`config.mk`:
```
export PLATFORM = sky130hd
export DESIGN_NAME = icmp_reply_matcher_top
export DESIGN_NICKNAME = d
export VERILOG_FILES = /design/src/rtl/irm_pkg.sv /design/src/rtl/irm_parser.sv /design/src/rtl/irm_queue.sv /design/src/rtl/irm_judge.sv /design/src/rtl/icmp_reply_matcher_top.sv
export SDC_FILE = /design/constraint.sdc
export NUM_CORES = 1
export LEC_CHECK = 0
export BUFFER_PORTS_ARGS = -buffer_cell sky130_fd_sc_hd__buf_4
export CAP_MARGIN = 20
export CELL_PAD_IN_SITES_DETAIL_PLACEMENT = 0
export CELL_PAD_IN_SITES_GLOBAL_PLACEMENT = 1
export CORE_MARGIN = 2
export CORE_UTILIZATION = 53
export CTS_CLUSTER_DIAMETER = 30
export CTS_CLUSTER_SIZE = 30
export DETAILED_ROUTE_END_ITERATION = 16
export GPL_ROUTABILITY_DRIVEN = 0
export PLACE_DENSITY_LB_ADDON = 0.1
export SETUP_SLACK_MARGIN = 0.05
export SYNTH_ARGS = -nofsm -noshare
export SYNTH_HDL_FRONTEND = slang
export SYNTH_SLANG_ARGS = --single-unit
```
`constraint.sdc`:
```
create_clock -name clk -period 10.3 [get_ports clk]
set_input_delay 1.03 -clock clk [delete_from_list [all_inputs] [get_ports clk]]
set_output_delay 1.03 -clock clk [all_outputs]
set_load 0.02 [all_outputs]
```
`src/rtl/irm_pkg.sv`:
```
`default_nettype none
// ----------------------------------------------------------------------------
// irm_pkg
// Shared types, codes and constants of the ICMP reply matcher.
// ----------------------------------------------------------------------------
package irm_pkg;

  localparam int unsigned MAX_PACKET_BYTES_DEF = 1024;
  localparam int unsigned QUEUE_DEPTH = 2;

  localparam int unsigned CFG_INDEX_W = 3;
  localparam int unsigned CFG_DATA_W  = 32;

  localparam logic [CFG_INDEX_W-1:0] CFG_EXPECTED_ID  = 3'd0;
  localparam logic [CFG_INDEX_W-1:0] CFG_EXPECTED_SEQ = 3'd1;
  localparam logic [CFG_INDEX_W-1:0] CFG_ECHO_TYPE    = 3'd2;
  localparam logic [CFG_INDEX_W-1:0] CFG_EXCEED_TYPE  = 3'd3;
  localparam logic [CFG_INDEX_W-1:0] CFG_SEND_TICK    = 3'd4;
  localparam logic [CFG_INDEX_W-1:0] CFG_TARGET_IP    = 3'd5;

  localparam logic [7:0] EXCEED_TYPE_RST = 8'd11;

  localparam logic [1:0] ST_OK       = 2'd0;
  localparam logic [1:0] ST_SHORT    = 2'd1;
  localparam logic [1:0] ST_OTHER    = 2'd2;
  localparam logic [1:0] ST_MISMATCH = 2'd3;

  typedef struct packed {
    logic [7:0]  pkt_byte;
    logic        pkt_last;
    logic [31:0] now_tick;
  } irm_in_t;

  typedef struct packed {
    logic [1:0]  status;
    logic        reply_kind;
    logic [31:0] source_ip;
    logic [31:0] round_trip;
    logic        reached;
  } irm_out_t;

  typedef struct packed {
    logic [15:0] expected_id;
    logic [15:0] expected_seq;
    logic [7:0]  echo_reply_type;
    logic [7:0]  exceeded_type;
    logic [31:0] send_tick;
    logic [31:0] target_ip;
  } irm_cfg_t;

  typedef struct packed {
    logic [31:0] src_addr;
    logic [15:0] got_id;
    logic [15:0] got_seq;
    logic [7:0]  icmp_kind;
    logic        too_short;
    logic        fields_complete;
    logic [31:0] now_tick;
  } irm_rec_t;

endpackage
`default_nettype wire

```
`src/rtl/irm_parser.sv`:
```
`default_nettype none
// ----------------------------------------------------------------------------
// irm_parser
// Walks the packet byte by byte, captures the source address, ICMP type,
// identifier and sequence, and emits one record on the last byte.
// ----------------------------------------------------------------------------
module irm_parser
  import irm_pkg::*;
#(
  parameter int unsigned MAX_PACKET_BYTES = MAX_PACKET_BYTES_DEF
) (
  input  wire logic     clk,
  input  wire logic     rst_n,
  input  wire irm_cfg_t cfg,
  input  wire logic     in_valid,
  output logic          in_ready,
  input  wire irm_in_t  in_data,
  input  wire logic     rec_full,
  output logic          rec_push,
  output irm_rec_t      rec_data
);

  localparam int unsigned IDX_W = $clog2(MAX_PACKET_BYTES + 1);
  localparam int unsigned CMP_W = (IDX_W > 8) ? IDX_W : 8;

  logic [IDX_W-1:0] idx_r, idx_nxt;
  logic [5:0]       hlen_r, hlen_nxt;
  logic [5:0]       ilen_r, ilen_nxt;
  logic [7:0]       kind_r, kind_nxt;
  logic [15:0]      id_r, id_nxt;
  logic [15:0]      seq_r, seq_nxt;
  logic [31:0]      src_r, src_nxt;
  logic             done_r, done_nxt;

  logic             take;
  logic             inner_ok;
  logic             accept;
  logic [7:0]       b;
  logic [CMP_W-1:0] ie;
  logic [CMP_W-1:0] he;
  logic [CMP_W-1:0] pe;

  assign in_ready = !rec_full;
  assign accept   = in_valid && in_ready;
  assign b        = in_data.pkt_byte;
  assign take     = idx_r < IDX_W'(MAX_PACKET_BYTES);
  assign ie       = CMP_W'(idx_r);

  always_comb begin
    hlen_nxt = hlen_r;
    ilen_nxt = ilen_r;
    kind_nxt = kind_r;
    id_nxt   = id_r;
    seq_nxt  = seq_r;
    src_nxt  = src_r;
    done_nxt = done_r;
    idx_nxt  = idx_r;
    inner_ok = 1'b0;
    if (take && idx_r == '0) begin
      hlen_nxt = {b[3:0], 2'b00};
    end
    he = CMP_W'(hlen_nxt);
    pe = he + CMP_W'(8) + CMP_W'(ilen_r);
    if (take) begin
      idx_nxt = idx_r + IDX_W'(1);
      if (ie >= CMP_W'(12) && ie <= CMP_W'(15)) begin
        src_nxt = {src_r[23:0], b};
      end
      if (ie == he) begin
        kind_nxt = b;
      end
      if (ie == he + CMP_W'(4)) id_nxt  = {b, 8'h00};
      if (ie == he + CMP_W'(5)) id_nxt  = {id_r[15:8], b};
      if (ie == he + CMP_W'(6)) seq_nxt = {b, 8'h00};
      if (ie == he + CMP_W'(7)) seq_nxt = {seq_r[15:8], b};
      inner_ok = (ie > he) && (kind_r == cfg.exceeded_type) &&
                 (kind_r != cfg.echo_reply_type);
      if (inner_ok) begin
        if (ie == he + CMP_W'(8)) ilen_nxt = {b[3:0], 2'b00};
        if (ie == pe + CMP_W'(4)) id_nxt  = {b, 8'h00};
        if (ie == pe + CMP_W'(5)) id_nxt  = {id_r[15:8], b};
        if (ie == pe + CMP_W'(6)) seq_nxt = {b, 8'h00};
        if (ie == pe + CMP_W'(7)) begin
          seq_nxt  = {seq_r[15:8], b};
          done_nxt = 1'b1;
        end
      end
    end
  end

  assign rec_push = accept && in_data.pkt_last;

  always_comb begin
    rec_data.src_addr        = src_nxt;
    rec_data.got_id          = id_nxt;
    rec_data.got_seq         = seq_nxt;
    rec_data.icmp_kind       = kind_nxt;
    rec_data.too_short       = CMP_W'(idx_nxt) < (he + CMP_W'(8));
    rec_data.fields_complete = done_nxt;
    rec_data.now_tick        = in_data.now_tick;
  end

  always_ff @(posedge clk) begin
    if (!rst_n || rec_push) begin
      idx_r  <= '0;
      hlen_r <= '0;
      ilen_r <= '0;
      kind_r <= '0;
      id_r   <= '0;
      seq_r  <= '0;
      src_r  <= '0;
      done_r <= 1'b0;
    end else if (accept) begin
      idx_r  <= idx_nxt;
      hlen_r <= hlen_nxt;
      ilen_r <= ilen_nxt;
      kind_r <= kind_nxt;
      id_r   <= id_nxt;
      seq_r  <= seq_nxt;
      src_r  <= src_nxt;
      done_r <= done_nxt;
    end
  end

endmodule
`default_nettype wire

```
`src/rtl/irm_queue.sv`:
```
`default_nettype none
// ----------------------------------------------------------------------------
// irm_queue
// Short register queue of parsed packet records between parser and judge.
// ----------------------------------------------------------------------------
module irm_queue
  import irm_pkg::*;
(
  input  wire logic     clk,
  input  wire logic     rst_n,
  input  wire logic     push,
  input  wire irm_rec_t push_data,
  output logic          full,
  input  wire logic     pop,
  output irm_rec_t      pop_data,
  output logic          empty
);

  localparam int unsigned PTR_W = (QUEUE_DEPTH > 1) ? $clog2(QUEUE_DEPTH) : 1;
  localparam int unsigned CNT_W = $clog2(QUEUE_DEPTH + 1);

  irm_rec_t         mem_r [QUEUE_DEPTH];
  logic [PTR_W-1:0] wr_ptr_r, wr_ptr_nxt;
  logic [PTR_W-1:0] rd_ptr_r, rd_ptr_nxt;
  logic [CNT_W-1:0] count_r, count_nxt;

  assign full     = count_r == CNT_W'(QUEUE_DEPTH);
  assign empty    = count_r == '0;
  assign pop_data = mem_r[rd_ptr_r];

  always_comb begin
    wr_ptr_nxt = wr_ptr_r;
    rd_ptr_nxt = rd_ptr_r;
    count_nxt  = count_r;
    if (push) begin
      wr_ptr_nxt = (wr_ptr_r == PTR_W'(QUEUE_DEPTH - 1)) ? '0 : wr_ptr_r + PTR_W'(1);
    end
    if (pop) begin
      rd_ptr_nxt = (rd_ptr_r == PTR_W'(QUEUE_DEPTH - 1)) ? '0 : rd_ptr_r + PTR_W'(1);
    end
    if (push && !pop) begin
      count_nxt = count_r + CNT_W'(1);
    end else if (pop && !push) begin
      count_nxt = count_r - CNT_W'(1);
    end
  end

  always_ff @(posedge clk) begin
    if (!rst_n) begin
      wr_ptr_r <= '0;
      rd_ptr_r <= '0;
      count_r  <= '0;
    end else begin
      wr_ptr_r <= wr_ptr_nxt;
      rd_ptr_r <= rd_ptr_nxt;
      count_r  <= count_nxt;
    end
  end

  always_ff @(posedge clk) begin
    if (push) begin
      mem_r[wr_ptr_r] <= push_data;
    end
  end

endmodule
`default_nettype wire

```
`src/rtl/irm_judge.sv`:
```
`default_nettype none
// ----------------------------------------------------------------------------
// irm_judge
// Turns a parsed record into a verdict and holds it in the output register.
// ----------------------------------------------------------------------------
module irm_judge
  import irm_pkg::*;
(
  input  wire logic     clk,
  input  wire logic     rst_n,
  input  wire irm_cfg_t cfg,
  input  wire logic     rec_empty,
  input  wire irm_rec_t rec_data,
  output logic          rec_pop,
  output logic          out_valid,
  input  wire logic     out_ready,
  output irm_out_t      out_data
);

  logic     out_valid_r;
  irm_out_t out_data_r, out_data_nxt;
  logic     match;

  assign rec_pop = !rec_empty && (!out_valid_r || out_ready);
  assign match   = (rec_data.got_id == cfg.expected_id) &&
                   (rec_data.got_seq == cfg.expected_seq);

  always_comb begin
    out_data_nxt.reply_kind = 1'b0;
    if (rec_data.too_short) begin
      out_data_nxt.status = ST_SHORT;
    end else if (rec_data.icmp_kind == cfg.echo_reply_type) begin
      out_data_nxt.status = match ? ST_OK : ST_MISMATCH;
    end else if (rec_data.icmp_kind == cfg.exceeded_type) begin
      out_data_nxt.reply_kind = 1'b1;
      if (!rec_data.fields_complete) begin
        out_data_nxt.status = ST_SHORT;
      end else begin
        out_data_nxt.status = match ? ST_OK : ST_MISMATCH;
      end
    end else begin
      out_data_nxt.status = ST_OTHER;
    end
    out_data_nxt.source_ip  = rec_data.src_addr;
    out_data_nxt.round_trip = rec_data.now_tick - cfg.send_tick;
    out_data_nxt.reached    = (out_data_nxt.status == ST_OK) &&
                              (rec_data.src_addr == cfg.target_ip);
  end

  always_ff @(posedge clk) begin
    if (!rst_n) begin
      out_valid_r <= 1'b0;
    end else if (rec_pop) begin
      out_valid_r <= 1'b1;
    end else if (out_ready) begin
      out_valid_r <= 1'b0;
    end
  end

  always_ff @(posedge clk) begin
    if (rec_pop) begin
      out_data_r <= out_data_nxt;
    end
  end

  assign out_valid = out_valid_r;
  assign out_data  = out_data_r;

endmodule
`default_nettype wire

```
`src/rtl/icmp_reply_matcher_top.sv`:
```
`default_nettype none
// ----------------------------------------------------------------------------
// icmp_reply_matcher_top
// Matches received ICMP echo reply and time exceeded packets against the
// outstanding probe and reports one verdict per packet.
//
//   Channel  Direction  Handshake          Carries
//   in_      input      in_valid/in_ready  one packet byte, last flag, tick
//   out_     output     out_valid/out_ready one verdict per packet
//   cfg_     input      cfg_wr_en          register writes, no read-back
//
// One byte is taken per cycle. After the last byte the parser writes its
// record into the record queue, and the judge then registers the verdict
// into the output register. Reset is synchronous and clears the control
// and configuration registers to their defaults. The input stalls only
// when the record queue is full; a stalled output holds its verdict.
// ----------------------------------------------------------------------------
module icmp_reply_matcher_top
  import irm_pkg::*;
#(
  parameter int unsigned MAX_PACKET_BYTES = MAX_PACKET_BYTES_DEF
) (
  input  wire logic                   clk,
  input  wire logic                   rst_n,
  input  wire logic                   in_valid,
  output logic                        in_ready,
  input  wire irm_in_t                in_data,
  output logic                        out_valid,
  input  wire logic                   out_ready,
  output irm_out_t                    out_data,
  input  wire logic                   cfg_wr_en,
  input  wire logic [CFG_INDEX_W-1:0] cfg_index,
  input  wire logic [CFG_DATA_W-1:0]  cfg_wdata
);

  irm_cfg_t cfg_r;
  irm_rec_t push_data;
  irm_rec_t pop_data;
  logic     rec_push;
  logic     rec_pop;
  logic     rec_full;
  logic     rec_empty;

  always_ff @(posedge clk) begin
    if (!rst_n) begin
      cfg_r.expected_id     <= '0;
      cfg_r.expected_seq    <= '0;
      cfg_r.echo_reply_type <= '0;
      cfg_r.exceeded_type   <= EXCEED_TYPE_RST;
      cfg_r.send_tick       <= '0;
      cfg_r.target_ip       <= '0;
    end else if (cfg_wr_en) begin
      unique case (cfg_index)
        CFG_EXPECTED_ID:  cfg_r.expected_id     <= cfg_wdata[15:0];
        CFG_EXPECTED_SEQ: cfg_r.expected_seq    <= cfg_wdata[15:0];
        CFG_ECHO_TYPE:    cfg_r.echo_reply_type <= cfg_wdata[7:0];
        CFG_EXCEED_TYPE:  cfg_r.exceeded_type   <= cfg_wdata[7:0];
        CFG_SEND_TICK:    cfg_r.send_tick       <= cfg_wdata;
        CFG_TARGET_IP:    cfg_r.target_ip       <= cfg_wdata;
        default: ;
      endcase
    end
  end

  irm_parser #(
    .MAX_PACKET_BYTES(MAX_PACKET_BYTES)
  ) u_parser (
    .clk      (clk),
    .rst_n    (rst_n),
    .cfg      (cfg_r),
    .in_valid (in_valid),
    .in_ready (in_ready),
    .in_data  (in_data),
    .rec_full (rec_full),
    .rec_push (rec_push),
    .rec_data (push_data)
  );

  irm_queue u_queue (
    .clk       (clk),
    .rst_n     (rst_n),
    .push      (rec_push),
    .push_data (push_data),
    .full      (rec_full),
    .pop       (rec_pop),
    .pop_data  (pop_data),
    .empty     (rec_empty)
  );

  irm_judge u_judge (
    .clk       (clk),
    .rst_n     (rst_n),
    .cfg       (cfg_r),
    .rec_empty (rec_empty),
    .rec_data  (pop_data),
    .rec_pop   (rec_pop),
    .out_valid (out_valid),
    .out_ready (out_ready),
    .out_data  (out_data)
  );

endmodule
`default_nettype wire
```
==> results.ini <==
[die]
initial_core_util_pct=53.5
dieArea_um2=46300
core-area_um2=44100
rows=77
die_h_um=215
fp.dieW_um=215
ios=151

[drt]
viasPerCell=5.59
final_antenna_net_count=0
drtIter0Drc=1129
drt-wirelength-per-cell_um=20.4
drcViolationCount=0
dr.pass1.iters=6
route.vias.total=16800
routed_wl_um=61200

[worst_setup_path]
reg2reg_depth=15
worstSetupPathType=reg -> reg
worstSetupEndpointType=register
worstReg2RegStart=u_parser.idx_r[4]$_SDFFE_PP0P_
r2r-end=u_queue.mem_r[0][47]$_DFFE_PP_
worst_setup_path_start_kind=register
cp_data_arrival_time_ps=6600
path_max_fanout=25
crit_path_cell_trace=nor3_1, nand3_1, mux2i_1, xnor2_1, ha_1, and2_1, a221o_1, nor3_1, a21boi_2, xnor2_1, or4_1, a2111o_1, o21ai_4, nor2_2, a22o_1
cp.required_ps=10680
ff2ff_setup_slack_ps=4080
worst_path_largest_cell_delay_ps=700
slowest_stage=mux2i_1

[timing]
setup_viol=0
final.period_utilization_pct=60.4
skew_ps=36.2
period_minus_slack_ps=6220
tns_ps=0
rsz0062_at_grt=no
tightest_slew_ps=1030
hold_viol_final=0
finalMaxSlewViolations=0
timing.fmax_mhz=161
maxSlewHeadroom_pct=31.1

[grt]
track_usage_pct=26.1
grt_pass1_wl_um=93300
overflow=0
grt_max_degree=124
first_global_vias=16500
antenna_found_initial=0

[clocking]
cts_tree=done
clock_path_buffers=3
clk_latency_ps=660
cts_hold_buf=0
ctsResizeCount=0
post_cts_buffers=0
cts_root_buf=clkbuf_16
clk_transition_reported_paths_ps=50
htreeDepth=3
cts.sinks=492
cts_buffers=98

[logic_synthesis]
synth_ff_type=edfxtp_1
postSynthAreaPerCell_um2=10.9
synth_top_area_share_pct=35.6
ys_types=90
synth_nets=2321
seq_area_frac_synth_pct=53.6
synth.area.top_cells=edfxtp_1 36%, dfxtp_1 18%, nand2_1 5.4%, mux2_2 5.1%, xnor2_1 4.3%
synth_area_um2=23600
synth_async_sr_flop_share_pct=0
syn_inst=2175
yosysWarnings=0
synth_seq_cells=492
synth_edf_count=280
synth_top_area_cell=edfxtp_1

[placement]
dp.cells=2818
port-buffer-count=150
postPlaceCellArea_um2=25200
dpl.hpwl_um=41600

[run_status]
status=complete, no violations

[cells_and_area]
final_cell_mix=335 x nand2_1, 280 x edfxtp_1, 211 x dfxtp_1
nNetsFinal=2473
finalNonFillerCells=3003
post-route-util_pct=65.2
final_common_cell=nand2_1
antennaDiodeCount=0
fillers=3482
area_growth_pct=21.8
final_layout_size_suffix_gt1_share_pct=20.1
final_area_um2=28800

[job]
cap_violations=0

[worst_hold_path]
hp-start=u_parser.done_r$_SDFFE_PP0P_
hold_depth=1
min_path_type=reg -> reg
min_to=u_parser.done_r$_SDFFE_PP0P_

[pwr]
ir_drop_mv=0.264
power_density_nw_per_um2=266
p_total_w=0.00765
power.leakage_nw=10.8

-- critical path: cells and delay by family, from the launching register on --
kind | cells | cell delay, ps
AOI/OAI and AO/OA | 5 | 1490
muxes | 1 | 700
adders and majority gates | 1 | 320
and+or+nand+nor | 6 | 2310
xor gates and xnor gates | 2 | 530
DFF | 1 | 590
-- worst max-delay path by stage --
stage                                    from                        endpoint  slack, ps
2_1_floorplan                        in_valid   u_queue.mem_r[0][0]$_DFFE_PP_       4030
3_3_place_gp   u_parser.idx_r[4]$_SDFFE_PP0P_  u_queue.mem_r[0][43]$_DFFE_PP_       4410
3_5_place_dp   u_parser.idx_r[4]$_SDFFE_PP0P_  u_queue.mem_r[0][47]$_DFFE_PP_       4280
4_1_cts        u_parser.idx_r[4]$_SDFFE_PP0P_  u_queue.mem_r[0][47]$_DFFE_PP_       4240
5_1_grt        u_parser.idx_r[4]$_SDFFE_PP0P_  u_queue.mem_r[0][47]$_DFFE_PP_       3700
6_report       u_parser.idx_r[4]$_SDFFE_PP0P_  u_queue.mem_r[0][47]$_DFFE_PP_       4080
-- cell usage after synthesis (all sizes together), types with 56 or more instances --
library cell    n
a21boi        113
a21oi          56
clkbuf         87
dfxtp         212
edfxtp        280
ha             64
inv            62
mux2          108
mux2i          64
nand2         337
nor2          148
nor3           64
xnor2         117
-- area by class of cell --
| cell class | count | area [µm²] | area share (%) |
|---|---|---|---|
| clock inverters | 79 | 1030 | 3.59 |
| repair buffers | 167 | 1290 | 4.50 |
| multi-input cells | 1506 | 10300 | 35.8 |
| flip-flops and latches | 492 | 12700 | 44.0 |
| well taps | 592 | 741 | 2.58 |
| clock buffers | 105 | 2520 | 8.76 |
| inverters | 62 | 233 | 0.809 |
-- layer usage --
layer	part of all wire (%)	global-route usage [%]	up-vias	routed length (µm)
met5	0	0	-	0
met4	2.9	10.0	0	1750
met3	5.4	4.49	103	3280
met2	48	43.5	476	29300
met1	44	34.2	8115	26900
li1	-	-	8092	-
-- kinds of logic (layout without fill, tap and decap cells) --
| group | Yosys count | count (layout) | share of synthesized area, % |
|---|---|---|---|
| XOR/XNOR | 170 | 170 | 6.59 |
| multiplexers | 172 | 172 | 7.86 |
| AND/OR/NAND/NOR | 750 | 750 | 14.6 |
| flip-flops | 492 | 492 | 53.6 |
| adder cells (fa/ha/maj) | 65 | 65 | 3.48 |
| buffers and inverters | 177 | 413 | 3.01 |
| AO/OA/AOI/OAI | 349 | 349 | 10.9 |
-- flip-flops by register name, summed over array words and instances (netlist names), named ones only --
signal             flops
u_queue.mem_r        212
cfg_r                112
u_judge.out_data      68
u_parser.src_r        32
u_parser.id_r         16
u_parser.seq_r        16
u_parser.idx_r        11
u_parser.kind_r        8
u_parser.hlen_r        6
u_parser.ilen_r        4
u_queue.count_r        2
u_judge.out_valid      1
u_parser.done_r        1
u_queue.rd_ptr_r       1
u_queue.wr_ptr_r       1
-- metrics by stage --
stage                     hold WS, ps  setup WS (ps)
after global routing              467           3700
after detailed placement          446           4280
after global placement            438           4410
after floorplan                   432           4030
after CTS                         458           4240
final                             455           4080
-- report_power, final --
part / total, W / leakage, nW / internal, W / switching [W]
Sequential: 0.00249 / 4.34 / 0.00240 / 0.0000941
Combinational: 0.00183 / 4.72 / 0.000729 / 0.00110
Clock: 0.00334 / 1.70 / 0.00221 / 0.00113
Power figures use the tool's default switching activity.
